### src/hw/rtl/assert_macros.svh
// ----------------------------------------------------------------------------
// Assertion macros
// Concurrent assertion wrappers shared by the RTL; empty under synthesis.
// ----------------------------------------------------------------------------
`ifndef ASSERT_MACROS_SVH
`define ASSERT_MACROS_SVH
`ifndef SYNTHESIS
`define ASSERT_PROP(label, clk, rst_n, prop) \
  label: assert property (@(posedge clk) disable iff (!rst_n) prop) \
    else $error("assertion failed");
`define ASSERT_NEVER(label, clk, rst_n, prop) \
  label: assert property (@(posedge clk) disable iff (!rst_n) !(prop)) \
    else $error("forbidden condition seen");
`else
`define ASSERT_PROP(label, clk, rst_n, prop)
`define ASSERT_NEVER(label, clk, rst_n, prop)
`endif
`endif

### src/hw/rtl/rgsd_pkg.sv
// ----------------------------------------------------------------------------
// Glyph span decoder package
// Sizes, register indexes and decode phase codes of the span decoder.
// ----------------------------------------------------------------------------
package rgsd_pkg;

  localparam int unsigned MaxGlyphDim = 64;
  localparam int unsigned ColW        = $clog2(MaxGlyphDim);
  localparam int unsigned DimW        = $clog2(MaxGlyphDim + 1);
  localparam int unsigned TotW        = $clog2(MaxGlyphDim * MaxGlyphDim + 1);
  localparam int unsigned RowW        = 7;
  localparam int unsigned CfgDimW     = 7;
  localparam int unsigned CoordW      = 16;
  localparam int unsigned CovW        = 8;
  localparam int unsigned LenW        = 7;
  localparam int unsigned DataW       = 32;
  localparam int unsigned CfgDataW    = 16;
  localparam int unsigned CfgIdxW     = 3;
  localparam int unsigned SpanDataW   = 48;
  localparam int unsigned MaxSpans    = 64;
  localparam int unsigned SpanCntW    = $clog2(MaxSpans + 1);

  localparam logic [CoordW-1:0] OriginLim = CoordW'(65536 - MaxGlyphDim);
  localparam logic [8:0]        LitBase   = 9'h100;

  typedef enum logic [CfgIdxW-1:0] {
    CFG_GLYPH_WIDTH   = 3'd0,
    CFG_GLYPH_HEIGHT  = 3'd1,
    CFG_ORIGIN_X      = 3'd2,
    CFG_ORIGIN_Y      = 3'd3,
    CFG_SCREEN_WIDTH  = 3'd4,
    CFG_SCREEN_HEIGHT = 3'd5
  } cfg_idx_e;

  typedef enum logic [1:0] {
    PH_HEADER  = 2'd0,
    PH_LITERAL = 2'd1,
    PH_REPEAT  = 2'd2,
    PH_DONE    = 2'd3
  } phase_e;

endpackage

### src/hw/rtl/rle_glyph_span_decoder_unit.sv
// ----------------------------------------------------------------------------
// Run-length glyph span decoder
// Turns a run-length coded glyph word stream into clipped horizontal spans.
// ----------------------------------------------------------------------------
// Each input transaction carries one stream word; tuser marks the first word
// of a glyph. A header word is decoded in ST_IDLE, which stays ready. A
// pixel word is split into row segments by one shared segment unit
// (room-in-row minimum, screen position add and clip compare), one segment
// per cycle unless the output side stalls, each in its own glyph row; the
// next word is taken only once the word has left ST_FLUSH. A visible
// segment is parked in a pending register so the final span of each word
// can be flagged with tlast; an output register decouples the span stream
// from the decoder, so the next word is taken while the last span still
// waits. Configuration is a direct register write, taken any cycle.
`include "assert_macros.svh"

module rle_glyph_span_decoder_unit (
  input  logic                             clk_i,
  input  logic                             rst_ni,
  // configuration write port
  input  logic                             cfg_we_i,
  input  logic [rgsd_pkg::CfgIdxW-1:0]     cfg_index_i,
  input  logic [rgsd_pkg::CfgDataW-1:0]    cfg_wdata_i,
  // input word stream
  input  logic                             s_axis_tvalid_i,
  output logic                             s_axis_tready_o,
  input  logic [rgsd_pkg::DataW-1:0]       s_axis_tdata_i,  // [31:0] data_word
  input  logic                             s_axis_tuser_i,  // [0] glyph_start
  // span stream
  output logic                             m_axis_tvalid_o,
  input  logic                             m_axis_tready_i,
  // [15:0] span_x, [31:16] span_y, [38:32] span_length, [46:39] coverage
  output logic [rgsd_pkg::SpanDataW-1:0]   m_axis_tdata_o,
  output logic                             m_axis_tlast_o   // last_of_run
);
  import rgsd_pkg::*;

  typedef enum logic [1:0] {
    ST_IDLE,
    ST_RUN,
    ST_FLUSH
  } state_e;

  // configuration registers
  logic [CfgDimW-1:0] glyph_width_q, glyph_height_q;
  logic [CoordW-1:0]  origin_x_q, origin_y_q, screen_width_q, screen_height_q;

  // decoder state
  state_e             state_q;
  phase_e             phase_q;
  logic [15:0]        rem_q;
  logic [ColW-1:0]    col_q;
  logic [RowW-1:0]    row_q;
  logic [TotW-1:0]    pd_q;
  logic [TotW-1:0]    count_q;
  logic [CovW-1:0]    cov_q;
  logic [SpanCntW-1:0] n_q;

  // pending span and output register
  logic               pend_valid_q;
  logic [CoordW-1:0]  pend_x_q, pend_y_q;
  logic [LenW-1:0]    pend_len_q;
  logic               out_valid_q, out_last_q;
  logic [CoordW-1:0]  out_x_q, out_y_q;
  logic [LenW-1:0]    out_len_q;
  logic [CovW-1:0]    out_cov_q;

  // clamped geometry
  logic [DimW-1:0]    w, h;
  logic [TotW-1:0]    total;
  logic [CoordW-1:0]  ox_c, oy_c;

  always_comb begin
    if (glyph_width_q == '0) begin
      w = DimW'(1);
    end else if (DimW'(glyph_width_q) > DimW'(MaxGlyphDim)) begin
      w = DimW'(MaxGlyphDim);
    end else begin
      w = DimW'(glyph_width_q);
    end
    if (glyph_height_q == '0) begin
      h = DimW'(1);
    end else if (DimW'(glyph_height_q) > DimW'(MaxGlyphDim)) begin
      h = DimW'(MaxGlyphDim);
    end else begin
      h = DimW'(glyph_height_q);
    end
  end

  assign total = TotW'(w) * TotW'(h);
  assign ox_c  = (origin_x_q > OriginLim) ? OriginLim : origin_x_q;
  assign oy_c  = (origin_y_q > OriginLim) ? OriginLim : origin_y_q;

  // --- word intake: glyph start clear, end check, row wrap, phase decode ---
  logic [DataW-1:0]   word;
  logic               start;
  phase_e             ph0;
  logic [15:0]        rem0, rem_dec;
  logic [ColW-1:0]    col0;
  logic [RowW-1:0]    row0;
  logic [TotW-1:0]    pd0, left, rep_count;
  logic               done0, wrap0, lit_hdr, accept;

  assign word    = s_axis_tdata_i;
  assign start   = s_axis_tuser_i;
  assign accept  = s_axis_tvalid_i && s_axis_tready_o;
  assign ph0     = start ? PH_HEADER : phase_q;
  assign rem0    = start ? '0 : rem_q;
  assign col0    = start ? '0 : col_q;
  assign row0    = start ? '0 : row_q;
  assign pd0     = start ? '0 : pd_q;
  assign done0   = (ph0 == PH_DONE) || (pd0 >= total);
  assign wrap0   = DimW'(col0) >= w;
  assign left    = total - pd0;
  assign lit_hdr = &word[DataW-1:8];
  assign rem_dec = (rem0 != '0) ? rem0 - 16'd1 : '0;
  assign rep_count = (rem0 < 16'(left)) ? TotW'(rem0) : left;

  // --- shared segment unit: one run segment per cycle unless stalled ---
  logic [DimW-1:0]    room, seg, col_sum;
  logic [CoordW-1:0]  seg_x, span_room;
  logic [CoordW:0]    seg_y;
  logic [LenW-1:0]    seg_len;
  logic               visible, seg_wrap, out_free, stall;

  assign room      = w - DimW'(col_q);
  assign seg       = (count_q < TotW'(room)) ? DimW'(count_q) : room;
  assign seg_x     = ox_c + CoordW'(col_q);
  assign seg_y     = {1'b0, oy_c} + (CoordW + 1)'(row_q);
  assign span_room = screen_width_q - seg_x;
  assign seg_len   = (span_room < CoordW'(seg)) ? LenW'(span_room) : LenW'(seg);
  assign visible   = (cov_q != '0) && (seg_x < screen_width_q) &&
                     (seg_y < {1'b0, screen_height_q}) && (n_q < SpanCntW'(MaxSpans));
  assign col_sum   = DimW'(col_q) + seg;
  assign seg_wrap  = col_sum >= w;
  assign out_free  = !out_valid_q || m_axis_tready_i;
  // hold the segment when a new span needs the pending slot and output is full
  assign stall     = visible && pend_valid_q && !out_free;

  // --- output push ---
  logic               push, push_last;

  always_comb begin
    push      = 1'b0;
    push_last = 1'b0;
    unique case (state_q)
      ST_RUN: begin
        push = visible && pend_valid_q && out_free;
      end
      ST_FLUSH: begin
        push      = pend_valid_q && out_free;
        push_last = 1'b1;
      end
      default: begin
      end
    endcase
  end

  // --- configuration registers ---
  always_ff @(posedge clk_i or negedge rst_ni) begin
    if (!rst_ni) begin
      glyph_width_q   <= CfgDimW'(8);
      glyph_height_q  <= CfgDimW'(16);
      origin_x_q      <= '0;
      origin_y_q      <= '0;
      screen_width_q  <= CoordW'(800);
      screen_height_q <= CoordW'(600);
    end else if (cfg_we_i) begin
      unique case (cfg_index_i)
        CFG_GLYPH_WIDTH:   glyph_width_q   <= cfg_wdata_i[CfgDimW-1:0];
        CFG_GLYPH_HEIGHT:  glyph_height_q  <= cfg_wdata_i[CfgDimW-1:0];
        CFG_ORIGIN_X:      origin_x_q      <= cfg_wdata_i;
        CFG_ORIGIN_Y:      origin_y_q      <= cfg_wdata_i;
        CFG_SCREEN_WIDTH:  screen_width_q  <= cfg_wdata_i;
        CFG_SCREEN_HEIGHT: screen_height_q <= cfg_wdata_i;
        default: begin
        end
      endcase
    end
  end

  // --- sequencer, pending span and output register ---
  always_ff @(posedge clk_i or negedge rst_ni) begin
    if (!rst_ni) begin
      state_q      <= ST_IDLE;
      phase_q      <= PH_HEADER;
      rem_q        <= '0;
      col_q        <= '0;
      row_q        <= '0;
      pd_q         <= '0;
      count_q      <= '0;
      cov_q        <= '0;
      n_q          <= '0;
      pend_valid_q <= 1'b0;
      pend_x_q     <= '0;
      pend_y_q     <= '0;
      pend_len_q   <= '0;
      out_valid_q  <= 1'b0;
      out_last_q   <= 1'b0;
      out_x_q      <= '0;
      out_y_q      <= '0;
      out_len_q    <= '0;
      out_cov_q    <= '0;
    end else begin
      // output register: load on push, drop once taken
      if (push) begin
        out_valid_q <= 1'b1;
        out_last_q  <= push_last;
        out_x_q     <= pend_x_q;
        out_y_q     <= pend_y_q;
        out_len_q   <= pend_len_q;
        out_cov_q   <= cov_q;
      end else if (m_axis_tready_i) begin
        out_valid_q <= 1'b0;
      end

      unique case (state_q)
        ST_IDLE: begin
          if (accept) begin
            pd_q  <= pd0;
            n_q   <= '0;
            cov_q <= word[CovW-1:0];
            if (done0) begin
              rem_q   <= rem0;
              col_q   <= col0;
              row_q   <= row0;
              phase_q <= PH_DONE;
            end else begin
              col_q <= wrap0 ? '0 : col0;
              row_q <= wrap0 ? row0 + RowW'(1) : row0;
              unique case (ph0)
                PH_HEADER: begin
                  if (lit_hdr) begin
                    rem_q   <= 16'(LitBase - {1'b0, word[7:0]});
                    phase_q <= PH_LITERAL;
                  end else begin
                    rem_q   <= word[15:0];
                    phase_q <= PH_REPEAT;
                  end
                end
                PH_LITERAL: begin
                  count_q <= TotW'(1);
                  rem_q   <= rem_dec;
                  phase_q <= (rem_dec == '0) ? PH_HEADER : PH_LITERAL;
                  state_q <= ST_RUN;
                end
                PH_REPEAT: begin
                  count_q <= rep_count;
                  rem_q   <= '0;
                  phase_q <= PH_HEADER;
                  // a zero-length repeat consumes the word and gives nothing
                  state_q <= (rep_count == '0) ? ST_FLUSH : ST_RUN;
                end
                default: begin
                  rem_q <= rem0;
                end
              endcase
            end
          end
        end

        ST_RUN: begin
          if (!stall) begin
            count_q <= count_q - TotW'(seg);
            pd_q    <= pd_q + TotW'(seg);
            col_q   <= seg_wrap ? '0 : col_sum[ColW-1:0];
            row_q   <= seg_wrap ? row_q + RowW'(1) : row_q;
            if (visible) begin
              pend_valid_q <= 1'b1;
              pend_x_q     <= seg_x;
              pend_y_q     <= seg_y[CoordW-1:0];
              pend_len_q   <= seg_len;
              n_q          <= n_q + SpanCntW'(1);
            end
            if (count_q == TotW'(seg)) begin
              state_q <= ST_FLUSH;
            end
          end
        end

        ST_FLUSH: begin
          // release the final span of this word with tlast, then finish
          if (!pend_valid_q || out_free) begin
            pend_valid_q <= 1'b0;
            state_q      <= ST_IDLE;
            if (pd_q >= total) begin
              phase_q <= PH_DONE;
            end
          end
        end

        default: begin
          state_q <= ST_IDLE;
        end
      endcase
    end
  end

  assign s_axis_tready_o = (state_q == ST_IDLE);
  assign m_axis_tvalid_o = out_valid_q;
  assign m_axis_tlast_o  = out_last_q;
  assign m_axis_tdata_o  = {1'b0, out_cov_q, out_len_q, out_y_q, out_x_q};

  // --- assertions ---
  `ASSERT_PROP(a_idle_no_pending, clk_i, rst_ni, s_axis_tready_o |-> !pend_valid_q)
  `ASSERT_PROP(a_run_has_pixels, clk_i, rst_ni, (state_q == ST_RUN) |-> (count_q != '0))
  `ASSERT_PROP(a_span_cap, clk_i, rst_ni, n_q <= SpanCntW'(MaxSpans))
  `ASSERT_PROP(a_stall_output_full, clk_i, rst_ni, (state_q == ST_RUN && stall) |-> out_valid_q)
  `ASSERT_NEVER(a_empty_span, clk_i, rst_ni, out_valid_q && (out_len_q == '0 || out_cov_q == '0))

endmodule

### config.mk
export PLATFORM = sky130hd
export DESIGN_NAME = rle_glyph_span_decoder_unit
export DESIGN_NICKNAME = d
export VERILOG_FILES = /design/src/hw/rtl/rgsd_pkg.sv /design/src/hw/rtl/rle_glyph_span_decoder_unit.sv
export VERILOG_INCLUDE_DIRS = /design/src /design/src/hw/rtl
export SDC_FILE = /design/constraint.sdc
export NUM_CORES = 1
export LEC_CHECK = 0
export BUFFER_PORTS_ARGS = -buffer_cell sky130_fd_sc_hd__buf_2
export CORE_ASPECT_RATIO = 1.2
export CORE_UTILIZATION = 60
export DETAILED_ROUTE_END_ITERATION = 16
export GPL_TIMING_DRIVEN = 0
export PLACE_DENSITY_LB_ADDON = 0.3
export SYNTH_ARGS = -nofsm -noshare
export SYNTH_HDL_FRONTEND = slang
export SYNTH_SLANG_ARGS = --single-unit
### constraint.sdc
create_clock -name clk_i -period 16.7 [get_ports clk_i]
set_input_delay 1.67 -clock clk_i [delete_from_list [all_inputs] [get_ports clk_i]]
set_output_delay 1.67 -clock clk_i [all_outputs]
set_load 0.05 [all_outputs]
# == Word level (Yosys, flattened, before mapping) ==
# Index checks and enable logic that the tools add are counted.
# word_totals
regBits,241
inputBits,57
out_inout_bits,51
wordCells,184
# classes
addsub,13
n_mul,1
order_cmp,14
n_eq_ne,21
muxes,66
bitwise,1
reduce_logical,43
# op_table
cell,n
$mux W7,15
$mux W16,6
$mux W13,7
$pmux W13 S2,3
$pmux W16 S3,1
$mux W6,6
$gt A16 B16 Y1 const B,2
$pmux W7 S2,2
$ge A13 B13 Y1,2
$mux W2,12
$reduce_and A24 Y1,1
$add A7 B1 Y7 const B,3
$add A16 B7 Y17,1
$lt A17 B16 Y1,1
$add A16 B6 Y16,1
$logic_not A16 Y1,1
$lt A16 B13 Y1,1
$lt A16 B16 Y1,1
$lt A16 B7 Y1,1
$reduce_bool A16 Y1,1
$sub A16 B1 Y16 const B,1
$sub A16 B16 Y16,1
$gt A7 B7 Y1 const B,2
$logic_not A7 Y1,2
40 further kinds,85

# == Longest topological paths before layout ==
# depth
depth_word,13
depth_mapped,35
mapped_depth_nobuf,34

# == Worst setup path before layout ==
# No wires, ideal clock.
# synth_timing
kind,register to register
start,register glyph_width_q[6]
end,register count_q[11]
setup_ns,0.126
arrival_time_ns,7.525
required_time_ns,16.574
slack_ns,9.050
stages_incl_launch_ff,34
path_buffers,2
synth_period_minus_slack_ns,7.650
path_cell_list,dfrtp_1 > inv_1 > clkbuf_1 > nand2_1 > inv_1 > nand2_1 > fa_1 > fa_1 > inv_1 > fa_1 > inv_1 > fa_1 > inv_1 > ha_1 > a21oi_1 > xor2_1 > inv_1 > ha_1 > nand4_1 > o21bai_1 > and3b_1 > o311ai_0 > o211ai_1 > xnor2_1 > inv_1 > ha_1 > a21boi_0 > nand3_1 > a211oi_1 > nor4_2 > clkbuf_1 > nor2_1 > a211oi_1 > o2bb2ai_1
# synth_between
elab_chain_len,11
word_cells_on_any_way,21
classes_between,add/sub (3); mul (1); order compare (4); eq/ne (1); mux (9); reduce/logical (3)
# synth_rtl
item,line_no,source
"start, declared",rle_glyph_span_decoder_unit.sv:45,"logic [CfgDimW-1:0] glyph_width_q, glyph_height_q;"
"start signal, assigned",rle_glyph_span_decoder_unit.sv:162,glyph_width_q <= CfgDimW'(8);
"start signal, assigned",rle_glyph_span_decoder_unit.sv:170,CFG_GLYPH_WIDTH: glyph_width_q <= cfg_wdata_i[CfgDimW-1:0];
$gt A7 B7 Y1,rle_glyph_span_decoder_unit.sv:76,end else if (DimW'(glyph_width_q) > DimW'(MaxGlyphDim)) begin
$mux W7,rle_glyph_span_decoder_unit.sv:76,
$mux W7 (*),rle_glyph_span_decoder_unit.sv:74,if (glyph_width_q == '0) begin
$mul A7 B7 Y13,rle_glyph_span_decoder_unit.sv:90,assign total = TotW'(w) * TotW'(h);
$sub A13 B13 Y13,rle_glyph_span_decoder_unit.sv:114,assign left = total - pd0;
$lt A16 B13 Y1,rle_glyph_span_decoder_unit.sv:117,assign rep_count = (rem0 < 16'(left)) ? TotW'(rem0) : left;
$mux W13,rle_glyph_span_decoder_unit.sv:117,
$pmux W13 S2,rle_glyph_span_decoder_unit.sv:231,unique case (ph0)
$mux W13,rle_glyph_span_decoder_unit.sv:223,if (done0) begin
$mux W13,rle_glyph_span_decoder_unit.sv:219,if (accept) begin
$pmux W13 S2,rle_glyph_span_decoder_unit.sv:217,unique case (state_q)
"end signal, assigned",rle_glyph_span_decoder_unit.sv:242,count_q <= TotW'(1);
"end signal, assigned",rle_glyph_span_decoder_unit.sv:248,count_q <= rep_count;
"end signal, assigned",rle_glyph_span_decoder_unit.sv:264,count_q <= count_q - TotW'(seg);
"end, declared",rle_glyph_span_decoder_unit.sv:55,logic [TotW-1:0] count_q;
# Mark *: on every way between the ends. The rest lies on a longest branch, timed or not. The select of a mux whose other input is x is not followed.
# A chain may end at the register's enable or synchronous reset.

# == Worst setup path in the final report ==
# layout_timing
start,register glyph_width_q[6]
end,register count_q[5]
# The elaborated chain is that of the path after synthesis.

==> qor.yml <==
status:
  outcome: "complete, no violations"
clock_tree:
  insertion_delay_ps: 560
  cts.clk_slew.worst_paths_ps: 60
  hold_buffers: 0
  cts_buffers: 25
  cts_resized: 0
  clock-sinks: 241
  cts_buffer_depth: 3
  root_buffer: "clkbuf_16"
  cts_tree: "yes"
  cts_setup_buffers: 0
  cts.htree.levels: 1
setup_path:
  worst-path-stages: 33
  crit_type: "flop to flop"
  required_ps: 17170
  crit_path_end_kind: "flop"
  cp_max_fo: 10
  reg2reg_from: "glyph_width_q[6]$_DFFE_PN0P_"
  r2r_cells: 33
  cp-start-kind: "flop"
  crit_path_end: "count_q[5]$_DFFE_PN0P_"
  crit_start: "glyph_width_q[6]$_DFFE_PN0P_"
  cpPeakStageDelay_ps: 710
  crit_top_cell: "inv_1"
  cpMaxStageDelayCell: "nor4_2"
  critPathBufInv: 9
  crit_family: "adder cells"
  rr_endpoint: "count_q[5]$_DFFE_PN0P_"
  arrival_ps: 9910
  r2r_slack_ps: 7260
place:
  numPortBuffers: 103
  gp_congestion: 0.944
  placed_area_um2: 18900
  dpl_worst_slack_ps: 7360
  hpwl_um: 35800
logic_synthesis:
  ys_seq_area_share_pct: 33.9
  async_flop_share_pct: 100
  syn_inst: 1845
  yosys.area.top_type: "dfrtp_1"
  yosysTopAreaCellShare_pct: 32.6
  synthAdderAreaFrac_pct: 15.5
  synthSimpleGateAreaFrac_pct: 14.3
  synth_ff_type: "dfrtp_1"
  ys_types: 93
  synth_top_family_by_area: "compound AO/OA/AOI/OAI gates"
  synth_fp_nets: 2101
  yosysWarnings: 0
  synthMuxAreaShare_pct: 10.5
  synthXorXnorAreaFrac_pct: 4.60
  synth-compound-area-share_pct: 16.5
  syn_avg_cell_area_um2: 9.66
  syn_area_um2: 17800
  synth-edff-count: 0
  ys_ff_latch: 241
  synthTopCellsByArea: "dfrtp_1 (33%), ha_1 (12%), mux2_2 (9.4%), fa_1 (3.5%), nand2_1 (3.2%)"
timing:
  finalHoldViolCount: 0
  setup-tns-final_ps: 0
  max_freq_mhz: 106
  finalCritPeriodShare_pct: 56.5
  grt_setup_unrepaired: "false"
  fin_crit_ps: 9440
  tightest_slew_ps: 1060
  clock_skew_ps: 30.3
  relSlewSlack_pct: 28.6
  setup_viol: 0
  final.setup.worst_slack_ps: 7260
  drv_slew: 0
route:
  firstDrtPassIters: 7
  avgViaCountPerCell: 6.19
  drt-initial-drc-count: 901
  wl_per_cell_um: 19.5
  num_vias: 14700
  drc: 0
  wl_um: 46500
  ant_nets: 0
die:
  io_pins: 108
  fp.dieArea_um2: 30400
  core_um2: 29000
  die_h_um: 191
  dieWidth_um: 159
  start_util_pct: 61.4
  rows: 68
layout:
  finalNetCount: 2233
  diodes: 0
  layout_commonest_cell: "dfrtp_1"
  layout_common_cells: "dfrtp_1 (232), ha_1 (168), nand2_1 (152)"
  area_growth_syn_to_layout_pct: 10.5
  drive_gt1_share_pct: 17.5
  seqCellArea_um2: 6040
  design_area_um2: 19700
  n_fill_cell: 2212
  multi_input_area_um2: 11000
global_routing:
  grt_antenna_before_repair: 0
  grt_usage_pct: 31.0
  grt_pass1_vias: 15100
  grt_pass1_wl_um: 75900
  overflow: 0
  grt_max_degree: 129
run:
  drv_cap: 0
min_path:
  hp-class: "flop to flop"
metal layers:
layer	GRT usage, %	part of all wire [%]	wire length [um]	vias up
met2	57.3	51	23900	479
met1	35.4	39	18300	7236
met3	3.48	4.5	2070	147
met4	15.5	4.8	2210	0
met5	0	0	0	-
li1	-	-	-	6887
through the flow:
step	hold slack [ps]	utilization, %	instances
global placement	456	64.9	2333
finish	483	67.9	2381
CTS	485	67.8	2380
global route	512	67.9	2381
detailed placement	469	65.0	2334
floorplan	443	-	1845
worst reg2reg max path: cells and delay by family, from the launching register on:
family | cells | cell delay (ps)
AND/OR/NAND/NOR | 6 | 1660
AO/OA/AOI/OAI | 8 | 1570
XOR/XNOR | 2 | 570
adder cells (fa/ha/maj) | 7 | 3110
buffers and inverters | 9 | 1710
multiplexers | 1 | 360
flip-flops | 1 | 370
cell usage after synthesis, types with 7 or more instances:
cell type  number
a21oi_1        82
nor4_1         14
a22o_1         12
nor2_1        112
inv_1         143
and2_1         15
a211o_1        12
nand4_1        20
xor2_1         35
a211oi_1       16
nand3_1        32
nor2b_1        46
o21a_1         24
fa_1           31
mux2_2        149
nor3b_1        10
xnor2_1        51
o211ai_1        7
o31ai_1        11
or3_1           8
buf_1           7
a21o_1         33
o21ai_0       100
or4_1           8
and3_1          8
mux2i_1        19
nor3_1         24
a22oi_1        12
ha_1          168
o21bai_1       14
dfstp_2         9
a31oi_1        17
nand2_1       152
dfrtp_1       232
clkbuf_1       43
nand2b_1       26
worst min path at each step:
stage / start / endpoint / cells past startpoint
4_1_cts: pend_x_q[8]$_DFFE_PN0P_ / pend_x_q[8]$_DFFE_PN0P_ / 2
3_5_place_dp: pend_x_q[10]$_DFFE_PN0P_ / pend_x_q[10]$_DFFE_PN0P_ / 2
2_1_floorplan: pend_len_q[0]$_DFFE_PN0P_ / pend_len_q[0]$_DFFE_PN0P_ / 2
3_3_place_gp: pend_len_q[0]$_DFFE_PN0P_ / pend_len_q[0]$_DFFE_PN0P_ / 2
6_report: pend_x_q[6]$_DFFE_PN0P_ / pend_x_q[6]$_DFFE_PN0P_ / 2
5_1_grt: pend_x_q[12]$_DFFE_PN0P_ / pend_x_q[12]$_DFFE_PN0P_ / 2
cell families (layout without fill, tap and decap cells):
family,Yosys count,count (layout)
simple gates,509,509
compound gates,427,427
flops,241,241
buf+inv,206,357
fa+ha+maj,203,203
mux,169,169
xor+xnor,89,89
other cells,1,1
layout make-up:
type	instances	share of cell area (%)
Buffer	63	1.49
Timing Repair Buffer	105	2.83
Clock inverter	9	0.502
Inverter	143	2.73
Sequential cell	241	30.7
Clock buffer	37	3.66
Multi-Input combinational cell	1398	55.7
Tap cell	385	2.45
Power is not shown: default switching activity piles up to over one toggle a cycle in this logic, so the estimate is an artifact.
